File: src/lrt_pkg.sv
// lrt_pkg: shared types, codes and helpers of the route table
// no dependencies; used by every module of the block
`default_nettype none
package lrt_pkg;

   localparam int ROUTE_ENTRIES_DEF = 16;
   localparam int NEXTHOP_BITS_DEF  = 8;
   localparam logic [7:0] FULL_LEN  = 8'd128;

   localparam logic [2:0] FN_LOOKUP = 3'd0;
   localparam logic [2:0] FN_ADD    = 3'd1;
   localparam logic [2:0] FN_RM_SLOT = 3'd2;
   localparam logic [2:0] FN_RM_HOP = 3'd3;
   localparam logic [2:0] FN_QUERY  = 3'd4;

   localparam logic [1:0] STAT_OK      = 2'd0;
   localparam logic [1:0] STAT_MISS    = 2'd1;
   localparam logic [1:0] STAT_FULL    = 2'd2;
   localparam logic [1:0] STAT_UNKNOWN = 2'd3;

   typedef struct packed {
      logic [2:0]  func;
      logic [63:0] addr_hi;
      logic [63:0] addr_lo;
      logic [7:0]  prefix_len;
      logic [7:0]  nexthop_id;
      logic        nexthop_known;
      logic [3:0]  entry_slot;
   } req_type;

   typedef struct packed {
      logic [1:0] status;
      logic [3:0] slot;
      logic [7:0] route_nexthop;
      logic [7:0] route_len;
      logic [4:0] route_count;
      logic       nexthop_in_use;
   } rsp_type;

   typedef struct packed {
      logic start;
      logic scan;
      logic apply;
      logic insert;
      logic load;
   } lrt_cmd_type;

   typedef struct packed {
      logic need_insert;
   } lrt_stat_type;

   // top len bits set
   function automatic logic [127:0] prefix_mask(input logic [7:0] len);
      logic [127:0] m;
      m = ~({128{1'b1}} >> len);
      return m;
   endfunction

endpackage
`default_nettype wire

File: src/lpm_route_table_lru_top.sv
// channel  | ports                          | handshake
// request  | req_valid, req_ready, req_data | valid/ready, item taken when both high
// response | rsp_valid, rsp_ready, rsp_data | valid/ready, held until taken
// config   | csr_wr_en, csr_wr_data         | write on enable, no wait
//
// one item at a time; from accept to result: scan of the route memory, drain, apply,
// an insert for an add that goes past its lookup; the scan reads one entry per cycle
// reset is synchronous; the table comes up empty with eviction enabled
// a finished result waits in the output register; the next item may be accepted then
// lrt_pkg, lrt_ctrl, lrt_datapath
`default_nettype none
module lpm_route_table_lru_top #(
   parameter int ROUTE_ENTRIES = lrt_pkg::ROUTE_ENTRIES_DEF,
   parameter int NEXTHOP_BITS  = lrt_pkg::NEXTHOP_BITS_DEF
) (
   input  wire logic             clock,
   input  wire logic             reset,
   input  wire logic             req_valid,
   output logic                  req_ready,
   input  wire lrt_pkg::req_type req_data,
   output logic                  rsp_valid,
   input  wire logic             rsp_ready,
   output lrt_pkg::rsp_type      rsp_data,
   input  wire logic             csr_wr_en,
   input  wire logic             csr_wr_data
);
   localparam int SW = (ROUTE_ENTRIES > 1) ? $clog2(ROUTE_ENTRIES) : 1;

   lrt_pkg::lrt_cmd_type  cmd;
   lrt_pkg::lrt_stat_type stat;
   logic [SW-1:0]         scan_idx;

   lrt_ctrl #(
      .ROUTE_ENTRIES(ROUTE_ENTRIES)
   ) u_ctrl (
      .clock    (clock),
      .reset    (reset),
      .req_valid(req_valid),
      .req_ready(req_ready),
      .rsp_valid(rsp_valid),
      .rsp_ready(rsp_ready),
      .stat     (stat),
      .cmd      (cmd),
      .scan_idx (scan_idx)
   );

   lrt_datapath #(
      .ROUTE_ENTRIES(ROUTE_ENTRIES),
      .NEXTHOP_BITS (NEXTHOP_BITS)
   ) u_datapath (
      .clock      (clock),
      .reset      (reset),
      .req_data   (req_data),
      .cmd        (cmd),
      .scan_idx   (scan_idx),
      .csr_wr_en  (csr_wr_en),
      .csr_wr_data(csr_wr_data),
      .stat       (stat),
      .rsp_data   (rsp_data)
   );

`ifndef SYNTHESIS
   // an accepted item closes the request side until its result is out
   a_busy_after_accept: assert property (@(posedge clock) disable iff (reset)
      (req_valid && req_ready) |=> !req_ready)
      else $error("request accepted while busy");

   // failed operations report no route
   a_fail_fields_zero: assert property (@(posedge clock) disable iff (reset)
      (rsp_valid && rsp_data.status != lrt_pkg::STAT_OK)
      |-> (rsp_data.slot == 4'd0 && rsp_data.route_len == 8'd0
           && rsp_data.route_nexthop == 8'd0))
      else $error("failed item carries route fields");

   // in-use flag only on a successful query
   a_inuse_only_query: assert property (@(posedge clock) disable iff (reset)
      (rsp_valid && rsp_data.nexthop_in_use) |-> (rsp_data.status == lrt_pkg::STAT_OK))
      else $error("in-use flag on failed item");
`endif

endmodule
`default_nettype wire

File: src/lrt_ctrl.sv
// lrt_ctrl: sequencer of the route table, drives the slot scan and result handoff
// depends on lrt_pkg
`default_nettype none
module lrt_ctrl #(
   parameter int ROUTE_ENTRIES = lrt_pkg::ROUTE_ENTRIES_DEF
) (
   input  wire logic                clock,
   input  wire logic                reset,
   input  wire logic                req_valid,
   output logic                     req_ready,
   output logic                     rsp_valid,
   input  wire logic                rsp_ready,
   input  wire lrt_pkg::lrt_stat_type stat,
   output lrt_pkg::lrt_cmd_type     cmd,
   output logic [((ROUTE_ENTRIES > 1) ? $clog2(ROUTE_ENTRIES) : 1)-1:0] scan_idx
);
   localparam int SW = (ROUTE_ENTRIES > 1) ? $clog2(ROUTE_ENTRIES) : 1;

   localparam logic [2:0] S_IDLE   = 3'd0;
   localparam logic [2:0] S_SCAN   = 3'd1;
   localparam logic [2:0] S_DRAIN  = 3'd2;
   localparam logic [2:0] S_APPLY  = 3'd3;
   localparam logic [2:0] S_INSERT = 3'd4;
   localparam logic [2:0] S_DONE   = 3'd5;

   logic [2:0]    state_ff, state_in;
   logic [SW-1:0] idx_ff, idx_in;
   logic          rsp_valid_ff, rsp_valid_in;

   always_comb begin
      cmd          = '0;
      state_in     = state_ff;
      idx_in       = idx_ff;
      rsp_valid_in = rsp_valid_ff && !rsp_ready;
      case (state_ff)
         S_IDLE: begin
            if (req_valid) begin
               cmd.start = 1'b1;
               idx_in    = '0;
               state_in  = S_SCAN;
            end
         end
         S_SCAN: begin
            cmd.scan = 1'b1;
            if (idx_ff == SW'(ROUTE_ENTRIES - 1)) begin
               state_in = S_DRAIN;
            end else begin
               idx_in = idx_ff + 1'b1;
            end
         end
         S_DRAIN: begin
            // last read entry is evaluated here
            state_in = S_APPLY;
         end
         S_APPLY: begin
            cmd.apply = 1'b1;
            state_in  = stat.need_insert ? S_INSERT : S_DONE;
         end
         S_INSERT: begin
            cmd.insert = 1'b1;
            state_in   = S_DONE;
         end
         S_DONE: begin
            if (!rsp_valid_ff || rsp_ready) begin
               cmd.load     = 1'b1;
               rsp_valid_in = 1'b1;
               state_in     = S_IDLE;
            end
         end
         default: begin
            state_in = S_IDLE;
         end
      endcase
   end

   always_ff @(posedge clock) begin
      if (reset) begin
         state_ff     <= S_IDLE;
         idx_ff       <= '0;
         rsp_valid_ff <= 1'b0;
      end else begin
         state_ff     <= state_in;
         idx_ff       <= idx_in;
         rsp_valid_ff <= rsp_valid_in;
      end
   end

   assign req_ready = (state_ff == S_IDLE);
   assign rsp_valid = rsp_valid_ff;
   assign scan_idx  = idx_ff;

endmodule
`default_nettype wire

File: src/lrt_datapath.sv
// lrt_datapath: route storage, recency ranks, scan compare and result register
// depends on lrt_pkg
`default_nettype none
module lrt_datapath #(
   parameter int ROUTE_ENTRIES = lrt_pkg::ROUTE_ENTRIES_DEF,
   parameter int NEXTHOP_BITS  = lrt_pkg::NEXTHOP_BITS_DEF
) (
   input  wire logic                 clock,
   input  wire logic                 reset,
   input  wire lrt_pkg::req_type     req_data,
   input  wire lrt_pkg::lrt_cmd_type cmd,
   input  wire logic [((ROUTE_ENTRIES > 1) ? $clog2(ROUTE_ENTRIES) : 1)-1:0] scan_idx,
   input  wire logic                 csr_wr_en,
   input  wire logic                 csr_wr_data,
   output lrt_pkg::lrt_stat_type     stat,
   output lrt_pkg::rsp_type          rsp_data
);
   localparam int SW = (ROUTE_ENTRIES > 1) ? $clog2(ROUTE_ENTRIES) : 1;
   localparam int CW = $clog2(ROUTE_ENTRIES + 1);
   localparam int KW = 1 + 8 + SW;
   localparam int EW = 128 + 8 + NEXTHOP_BITS;

   logic [EW-1:0]           mem [ROUTE_ENTRIES];
   logic [EW-1:0]           rd_ff;
   lrt_pkg::req_type        req_ff;
   logic                    evict_en_ff;
   logic                    eval_ff;
   logic [SW-1:0]           eval_idx_ff;
   logic                    valid_ff [ROUTE_ENTRIES];
   logic [SW-1:0]           rank_ff [ROUTE_ENTRIES];
   logic [CW-1:0]           total_ff;
   logic                    found_ff;
   logic [SW-1:0]           best_slot_ff;
   logic [KW-1:0]           best_key_ff;
   logic [7:0]              best_len_ff;
   logic [NEXTHOP_BITS-1:0] best_hop_ff;
   logic [7:0]              es_len_ff;
   logic [NEXTHOP_BITS-1:0] es_hop_ff;
   logic                    removed_ff;
   logic                    inuse_ff;
   lrt_pkg::rsp_type        res_ff;
   lrt_pkg::rsp_type        rsp_data_ff;

   logic [63:0]             rd_hi, rd_lo;
   logic [7:0]              rd_len;
   logic [NEXTHOP_BITS-1:0] rd_hop, hop_in;
   logic [7:0]              len_clamp;
   logic                    known, hit, full_len, cand_ok, hop_eq;
   logic [SW-1:0]           cand_rank, lru_slot, free_slot, ins_slot, es_slot, rm_idx;
   logic [KW-1:0]           cand_key;
   logic                    table_full, ins_ok, es_ok, rm_en, front_en, hop_same;
   logic [SW-1:0]           rm_rank, front_rank;

   assign rd_hi  = rd_ff[EW-1 -: 64];
   assign rd_lo  = rd_ff[EW-65 -: 64];
   assign rd_len = rd_ff[NEXTHOP_BITS+7 -: 8];
   assign rd_hop = rd_ff[NEXTHOP_BITS-1:0];

   assign hop_in    = NEXTHOP_BITS'(req_ff.nexthop_id);
   assign len_clamp = (req_ff.prefix_len > lrt_pkg::FULL_LEN) ? lrt_pkg::FULL_LEN
                                                              : req_ff.prefix_len;
   assign known     = req_ff.nexthop_known;

   assign hit = ((({req_ff.addr_hi, req_ff.addr_lo} ^ {rd_hi, rd_lo})
                 & lrt_pkg::prefix_mask(rd_len)) == 128'd0);
   assign cand_rank = rank_ff[eval_idx_ff];
   assign full_len  = (rd_len == lrt_pkg::FULL_LEN);
   // full-length hits: most recent wins; others: longest, then least recent
   assign cand_key  = {full_len, rd_len, full_len ? ~cand_rank : cand_rank};
   assign cand_ok   = valid_ff[eval_idx_ff] && hit && (!found_ff || cand_key > best_key_ff);
   assign hop_eq    = valid_ff[eval_idx_ff] && (rd_hop == hop_in);

   always_comb begin
      lru_slot  = '0;
      free_slot = '0;
      for (int i = 0; i < ROUTE_ENTRIES; i++) begin
         if (valid_ff[i] && rank_ff[i] == SW'(total_ff - 1'b1)) begin
            lru_slot = SW'(i);
         end
      end
      for (int i = ROUTE_ENTRIES - 1; i >= 0; i--) begin
         if (!valid_ff[i]) begin
            free_slot = SW'(i);
         end
      end
   end

   assign table_full = (total_ff == CW'(ROUTE_ENTRIES));
   assign ins_slot   = table_full ? lru_slot : free_slot;
   assign ins_ok     = !table_full || evict_en_ff;
   assign es_slot    = SW'(req_ff.entry_slot);
   assign es_ok      = (32'(req_ff.entry_slot) < 32'(ROUTE_ENTRIES)) && valid_ff[es_slot];
   assign hop_same   = (best_hop_ff == hop_in);

   assign stat.need_insert = (req_ff.func == lrt_pkg::FN_ADD) && known
                             && !(found_ff && hop_same);

   always_comb begin
      rm_en  = 1'b0;
      rm_idx = eval_idx_ff;
      if (eval_ff && hop_eq && known && req_ff.func == lrt_pkg::FN_RM_HOP) begin
         rm_en = 1'b1;
      end else if (cmd.apply && req_ff.func == lrt_pkg::FN_ADD && known && found_ff
                   && !hop_same) begin
         rm_en  = 1'b1;
         rm_idx = best_slot_ff;
      end else if (cmd.apply && req_ff.func == lrt_pkg::FN_RM_SLOT && es_ok) begin
         rm_en  = 1'b1;
         rm_idx = es_slot;
      end
   end

   assign front_en = cmd.apply && found_ff
                     && (req_ff.func == lrt_pkg::FN_LOOKUP
                         || (req_ff.func == lrt_pkg::FN_ADD && known && hop_same));
   assign rm_rank    = rank_ff[rm_idx];
   assign front_rank = rank_ff[best_slot_ff];

   // route storage, one read port on the scan index
   always_ff @(posedge clock) begin
      if (cmd.insert && ins_ok) begin
         mem[ins_slot] <= {req_ff.addr_hi, req_ff.addr_lo, len_clamp, hop_in};
      end
      rd_ff <= mem[scan_idx];
   end

   // ranks, valid bits and count
   always_ff @(posedge clock) begin
      if (reset) begin
         for (int j = 0; j < ROUTE_ENTRIES; j++) begin
            valid_ff[j] <= 1'b0;
            rank_ff[j]  <= '0;
         end
         total_ff <= '0;
      end else if (rm_en) begin
         valid_ff[rm_idx] <= 1'b0;
         for (int j = 0; j < ROUTE_ENTRIES; j++) begin
            if (valid_ff[j] && rank_ff[j] > rm_rank) begin
               rank_ff[j] <= rank_ff[j] - 1'b1;
            end
         end
         total_ff <= total_ff - 1'b1;
      end else if (front_en) begin
         for (int j = 0; j < ROUTE_ENTRIES; j++) begin
            if (SW'(j) != best_slot_ff && valid_ff[j] && rank_ff[j] < front_rank) begin
               rank_ff[j] <= rank_ff[j] + 1'b1;
            end
         end
         rank_ff[best_slot_ff] <= '0;
      end else if (cmd.insert && ins_ok) begin
         // the evicted entry is overwritten in place
         for (int j = 0; j < ROUTE_ENTRIES; j++) begin
            if (valid_ff[j] && SW'(j) != ins_slot) begin
               rank_ff[j] <= rank_ff[j] + 1'b1;
            end
         end
         rank_ff[ins_slot]  <= '0;
         valid_ff[ins_slot] <= 1'b1;
         if (!table_full) begin
            total_ff <= total_ff + 1'b1;
         end
      end
   end

   always_ff @(posedge clock) begin
      if (reset) begin
         evict_en_ff <= 1'b1;
         eval_ff     <= 1'b0;
         found_ff    <= 1'b0;
         removed_ff  <= 1'b0;
         inuse_ff    <= 1'b0;
      end else begin
         eval_ff     <= cmd.scan;
         eval_idx_ff <= scan_idx;
         if (csr_wr_en) begin
            evict_en_ff <= csr_wr_data;
         end
         if (cmd.start) begin
            req_ff     <= req_data;
            found_ff   <= 1'b0;
            removed_ff <= 1'b0;
            inuse_ff   <= 1'b0;
            res_ff     <= '{status: lrt_pkg::STAT_MISS, default: '0};
         end
         if (eval_ff) begin
            if (cand_ok) begin
               found_ff     <= 1'b1;
               best_slot_ff <= eval_idx_ff;
               best_key_ff  <= cand_key;
               best_len_ff  <= rd_len;
               best_hop_ff  <= rd_hop;
            end
            if (eval_idx_ff == es_slot) begin
               es_len_ff <= rd_len;
               es_hop_ff <= rd_hop;
            end
            if (hop_eq) begin
               inuse_ff <= 1'b1;
               if (known && req_ff.func == lrt_pkg::FN_RM_HOP) begin
                  removed_ff <= 1'b1;
               end
            end
         end
         if (cmd.apply) begin
            case (req_ff.func)
               lrt_pkg::FN_LOOKUP: begin
                  if (found_ff) begin
                     res_ff.status        <= lrt_pkg::STAT_OK;
                     res_ff.slot          <= 4'(best_slot_ff);
                     res_ff.route_nexthop <= 8'(best_hop_ff);
                     res_ff.route_len     <= best_len_ff;
                  end
               end
               lrt_pkg::FN_ADD: begin
                  if (!known) begin
                     res_ff.status <= lrt_pkg::STAT_UNKNOWN;
                  end else if (found_ff && hop_same) begin
                     res_ff.status        <= lrt_pkg::STAT_OK;
                     res_ff.slot          <= 4'(best_slot_ff);
                     res_ff.route_nexthop <= 8'(best_hop_ff);
                     res_ff.route_len     <= best_len_ff;
                  end
               end
               lrt_pkg::FN_RM_SLOT: begin
                  if (es_ok) begin
                     res_ff.status        <= lrt_pkg::STAT_OK;
                     res_ff.slot          <= req_ff.entry_slot;
                     res_ff.route_nexthop <= 8'(es_hop_ff);
                     res_ff.route_len     <= es_len_ff;
                  end
               end
               lrt_pkg::FN_RM_HOP: begin
                  res_ff.status <= (known && removed_ff) ? lrt_pkg::STAT_OK
                                                         : lrt_pkg::STAT_MISS;
               end
               lrt_pkg::FN_QUERY: begin
                  if (!known) begin
                     res_ff.status <= lrt_pkg::STAT_UNKNOWN;
                  end else begin
                     res_ff.status         <= lrt_pkg::STAT_OK;
                     res_ff.nexthop_in_use <= inuse_ff;
                  end
               end
               default: begin
               end
            endcase
         end
         if (cmd.insert) begin
            if (ins_ok) begin
               res_ff.status        <= lrt_pkg::STAT_OK;
               res_ff.slot          <= 4'(ins_slot);
               res_ff.route_nexthop <= 8'(hop_in);
               res_ff.route_len     <= len_clamp;
            end else begin
               res_ff.status <= lrt_pkg::STAT_FULL;
            end
         end
         if (cmd.load) begin
            rsp_data_ff <= {res_ff.status, res_ff.slot, res_ff.route_nexthop,
                            res_ff.route_len, 5'(total_ff), res_ff.nexthop_in_use};
         end
      end
   end

   assign rsp_data = rsp_data_ff;

endmodule
`default_nettype wire
File: config.mk
export PLATFORM = sky130hd
export DESIGN_NAME = lpm_route_table_lru_top
export DESIGN_NICKNAME = d
export VERILOG_FILES = /design/src/lrt_pkg.sv /design/src/lpm_route_table_lru_top.sv /design/src/lrt_ctrl.sv /design/src/lrt_datapath.sv
export SDC_FILE = /design/constraint.sdc
export NUM_CORES = 2
export LEC_CHECK = 0
export BUFFER_PORTS_ARGS = -buffer_cell sky130_fd_sc_hd__buf_2
export CAP_MARGIN = 40
export CELL_PAD_IN_SITES_DETAIL_PLACEMENT = 0
export CELL_PAD_IN_SITES_GLOBAL_PLACEMENT = 2
export CORE_UTILIZATION = 50
export CTS_CLUSTER_SIZE = 25
export DETAILED_ROUTE_END_ITERATION = 16
export GPL_TIMING_DRIVEN = 0
export PLACE_DENSITY = 0.91
export SLEW_MARGIN = 40
export SYNTH_ARGS = -nofsm -noshare
export SYNTH_HDL_FRONTEND = slang
export SYNTH_SLANG_ARGS = --single-unit
File: constraint.sdc
create_clock -name clock -period 19.26 [get_ports clock]
set_input_delay 0.963 -clock clock [delete_from_list [all_inputs] [get_ports clock]]
set_output_delay 0.963 -clock clock [all_outputs]
set_load 0.01 [all_outputs]
==> impl_metrics.csv <==
group,metric,value,unit
timing,worst_pin_slew,966.3,ps
place,io_buffers,187,
power,vdd_drop_max,0.09599,mV
setup_path,cp.required,20040,ps
timing,finalHoldViolCount,0,
timing,fin_crit,7023,ps
layout,final_common_cell,"edfxtp_1",
hold_path,min_from,"req_data[71]",
route,wl,337200,um
clocking,ctsResizeCount,0,
setup_path,critical_path_arrival,7810,ps
global_route,grt_antenna_before_repair,9,
route,first_pass_iters,6,
die,dieArea,229600,um^2
timing,hold-worst-slack,186.1,ps
synthesis,synth_seq_cells,2806,
place,dp_hpwl,219700,um
synthesis,yosys.area_share.simple,3.207,%
setup_path,reg2reg_from,"u_datapath.hop_in[2]",
clocking,postCtsSetupRepairBufs,0,
hold_path,hold_class,"in2reg",
synthesis,muxShareOfSynthArea,16.00,%
global_route,grt_max_degree,34,
synthesis,ys_warn_count,0,
synthesis,ys.flop_type,"edfxtp_1",
status,failed_checks,"antenna rules",
status,status,"finished, violations left",
layout,mostFrequentLayoutCells,"edfxtp_1, mux4_2, clkbuf_16",
die,io_pins,188,
route,wl_per_cell,34.44,um
route,antenna_left,1,
synthesis,synth_adder_area_share,1.785,%
route,routed_via_density,6.579,
global_route,globalRouteOverflowTotal,0,
global_route,grt_pass1_vias,64215,
die,rows,174,
setup_path,crit_start,"u_datapath.hop_in[2]",
die,start_util,50.47,%
setup_path,r2r_end,"u_datapath.rank_ff[4][3]",
place,routabilityCongestion,0.9563,
layout,areaGrowthSynthToFinish,17.28,%
synthesis,synth_xor_area_share,2.074,%
die,die_h,479.1,um
route,drt_iter0_markers,9429,
setup_path,cp_max_fo,19,
layout,nNetsFinal,6887,
flow_run,maxCapViolations,0,
clocking,holdBufCountCts,0,
clocking,clockBufferDepth,4,
power,p_per_area,103.9,nW/um^2
place,placed_cells,9259,
timing,setup_viol,0,
timing,rsz0062_at_grt,"no",
clocking,cts_max_level,5,
route,remaining_drc_errors,0,
clocking,cts-root-buf,"clkbuf_16",
die,core-area,225500,um^2
synthesis,synth_cell_type_count,105,
setup_path,start_kind,"register",
timing,max_freq,142.4,MHz
power,leakage,43.25,nW
clocking,cts_tree,"built",
synthesis,postSynthAreaPerCell,19.77,um^2
timing,max_slew_margin,35.58,%
timing,slew_violations,0,
route,route.vias.total,64404,
setup_path,r2r_slack,12240,ps
clocking,path_clk_slew,70,ps
clocking,clkLatencyLatePin,960,ps
global_route,grt_pass1_wl,476200,um
hold_path,holdPathStages,1,
place,dp_slack,12150,ps
layout,fin_area,133500,um^2
synthesis,synth_cells,5758,
synthesis,synth_top_family_by_area,"multiplexers",
layout,final_layout_size_suffix_gt1_share,29.49,%
clocking,cts.sinks,2806,
timing,fin_crit_sh,36.47,%
setup_path,crit_type,"reg2reg",
synthesis,async_reset_ff_share,0,%
clocking,cts_buffers,297,
layout,final_cell_count_no_fill,9789,
setup_path,endpoint,"u_datapath.rank_ff[4][3]",
synthesis,yosysSeqAreaShare,71.93,%
setup_path,endpoint_kind,"register",
synthesis,synth_compound_area_share,3.670,%
synthesis,syn_area,113800,um^2
timing,final.setup.worst_slack,12240,ps
setup_path,r2r_cells,22,
synthesis,synth_edf_count,2568,
global_route,track_usage,29.31,%
timing,finalClockSkew,109.6,ps
die,die_w,479.1,um
synthesis,syn-num-nets,6076,
place,placed_cell_area,123900,um^2
[cells by family (layout without fill, tap and decap cells)]
family,after synthesis,in the layout
other,0,9
and+or+nand+nor,729,729
muxes,835,835
xor gates and xnor gates,229,229
DFF,2806,2806
buffers and inverters,388,1418
AOI/OAI and AO/OA,608,608
adders and majority gates,163,163
[synthesized netlist by cell type (9+ instances only)]
master / count / area (um^2)
a211oi_1: 19 / 142.6
a21o_1: 25 / 187.7
a21oi_1: 138 / 690.7
a221oi_1: 23 / 201.4
a22o_1: 9 / 78.83
a22oi_1: 29 / 217.7
a31oi_1: 28 / 175.2
and2_1: 14 / 87.58
and3_1: 22 / 137.6
buf_1: 51 / 191.4
buf_2: 18 / 90.09
clkbuf_1: 224 / 840.8
dfxtp_1: 238 / 4765
edfxtp_1: 2568 / 77110
ha_1: 160 / 2002
inv_1: 87 / 326.6
mux2_2: 21 / 236.5
mux2i_1: 26 / 260.3
mux4_2: 784 / 17660
nand2_1: 172 / 645.6
nand2b_1: 29 / 181.4
nand3_1: 50 / 250.2
nand4_1: 51 / 319.1
nor2_1: 192 / 720.7
nor2b_1: 44 / 275.3
nor3_1: 59 / 295.3
nor4_1: 14 / 87.58
o2111ai_1: 25 / 219.0
o211ai_1: 15 / 112.6
o21a_1: 33 / 247.7
o21ai_0: 121 / 605.6
o22ai_1: 12 / 75.07
o31ai_1: 12 / 90.09
or3_1: 24 / 150.1
xnor2_1: 104 / 910.9
xnor3_1: 22 / 495.5
xor2_1: 99 / 867.1
[worst max-delay path: stages, from the launching register on]
cell and delay, ps:
edfxtp_1 900, xor2_1 160, nor4_2 530, and2_1 290, nor3b_1 80, clkbuf_1 300
o21ai_2 710, buf_4 390, mux4_2 560, mux2i_1 140, nor2_1 80, a21oi_4 330
buf_6 210, buf_16 160, ha_1 250, nor2b_1 130, o21a_1 160, o21a_1 170
o2111ai_1 390, a2bb2o_1 330, a21oi_1 130, mux2_2 350, nor2_1 90
[metal layers]
layer  vias to the layer above  wire length, um  global-route usage (%)
met3                       796            36060                   5.888
li1                      25479                -                       -
met2                      4606           160700                   46.56
met5                         -               38                       0
met4                         6            17530                   13.63
met1                     33517           122800                   39.22
[how the worst min path moves through the flow]
stage                                  end  slack, ps
floorplan           u_datapath.rsp_data[3]        410
global placement     u_datapath.removed_ff        440
detailed placement  u_datapath.rsp_data[3]        440
CTS                  u_datapath.req_ff[41]        140
global route         u_datapath.req_ff[71]        150
finish               u_datapath.req_ff[71]        190
[cell type report]
type / instances / area, um^2
Inverter: 88 / 330.3
Buffer: 300 / 1369
Clock inverter: 131 / 1386
Clock buffer: 387 / 8112
Fill cell: 15688 / 92050
Tap cell: 2992 / 3744
Multi-Input combinational cell: 2564 / 30780
Timing Repair Buffer: 512 / 5874
Antenna cell: 9 / 22.52
Sequential cell: 2806 / 81880
[state kept, by name (all words and copies together) (netlist names), 3 cells and up, named ones only]
register	flops
u_datapath.best_key_ff	6
u_datapath.es_slot	4
u_datapath.rd_ff	144
u_datapath.hop_in	8
u_datapath.best_hop_ff	8
u_datapath.total_ff	5
u_datapath.mem	2304
u_datapath.valid_ff	16
u_datapath.es_len_ff	8
u_datapath.rank_ff	64
u_datapath.res_ff	23
u_datapath.best_len_ff	7
u_ctrl.scan_idx	4
u_ctrl.state_ff	3
u_datapath.eval_idx_ff	4
u_datapath.best_slot_ff	4
u_datapath.es_hop_ff	8
u_datapath.rsp_data	28
u_datapath.req_ff	139
[power by group]
group	internal (mW)	total (mW)	switching, mW
combinational	0.540	1.26	0.721
sequential	6.76	6.92	0.155
clock	3.31	5.69	2.38
[metrics by stage]
stage | power, mW | utilization, % | setup TNS, ps
3_3_place_gp | 8.221 | 52.54 | -5118380
6_report | 13.87 | 59.19 | 0
5_1_grt | 14.18 | 59.18 | 0
4_1_cts | 13.89 | 59.14 | 0
3_5_place_dp | 8.266 | 54.93 | 0
2_1_floorplan | 7.767 | - | 0
Note: power is estimated with default switching activity, not from simulation.
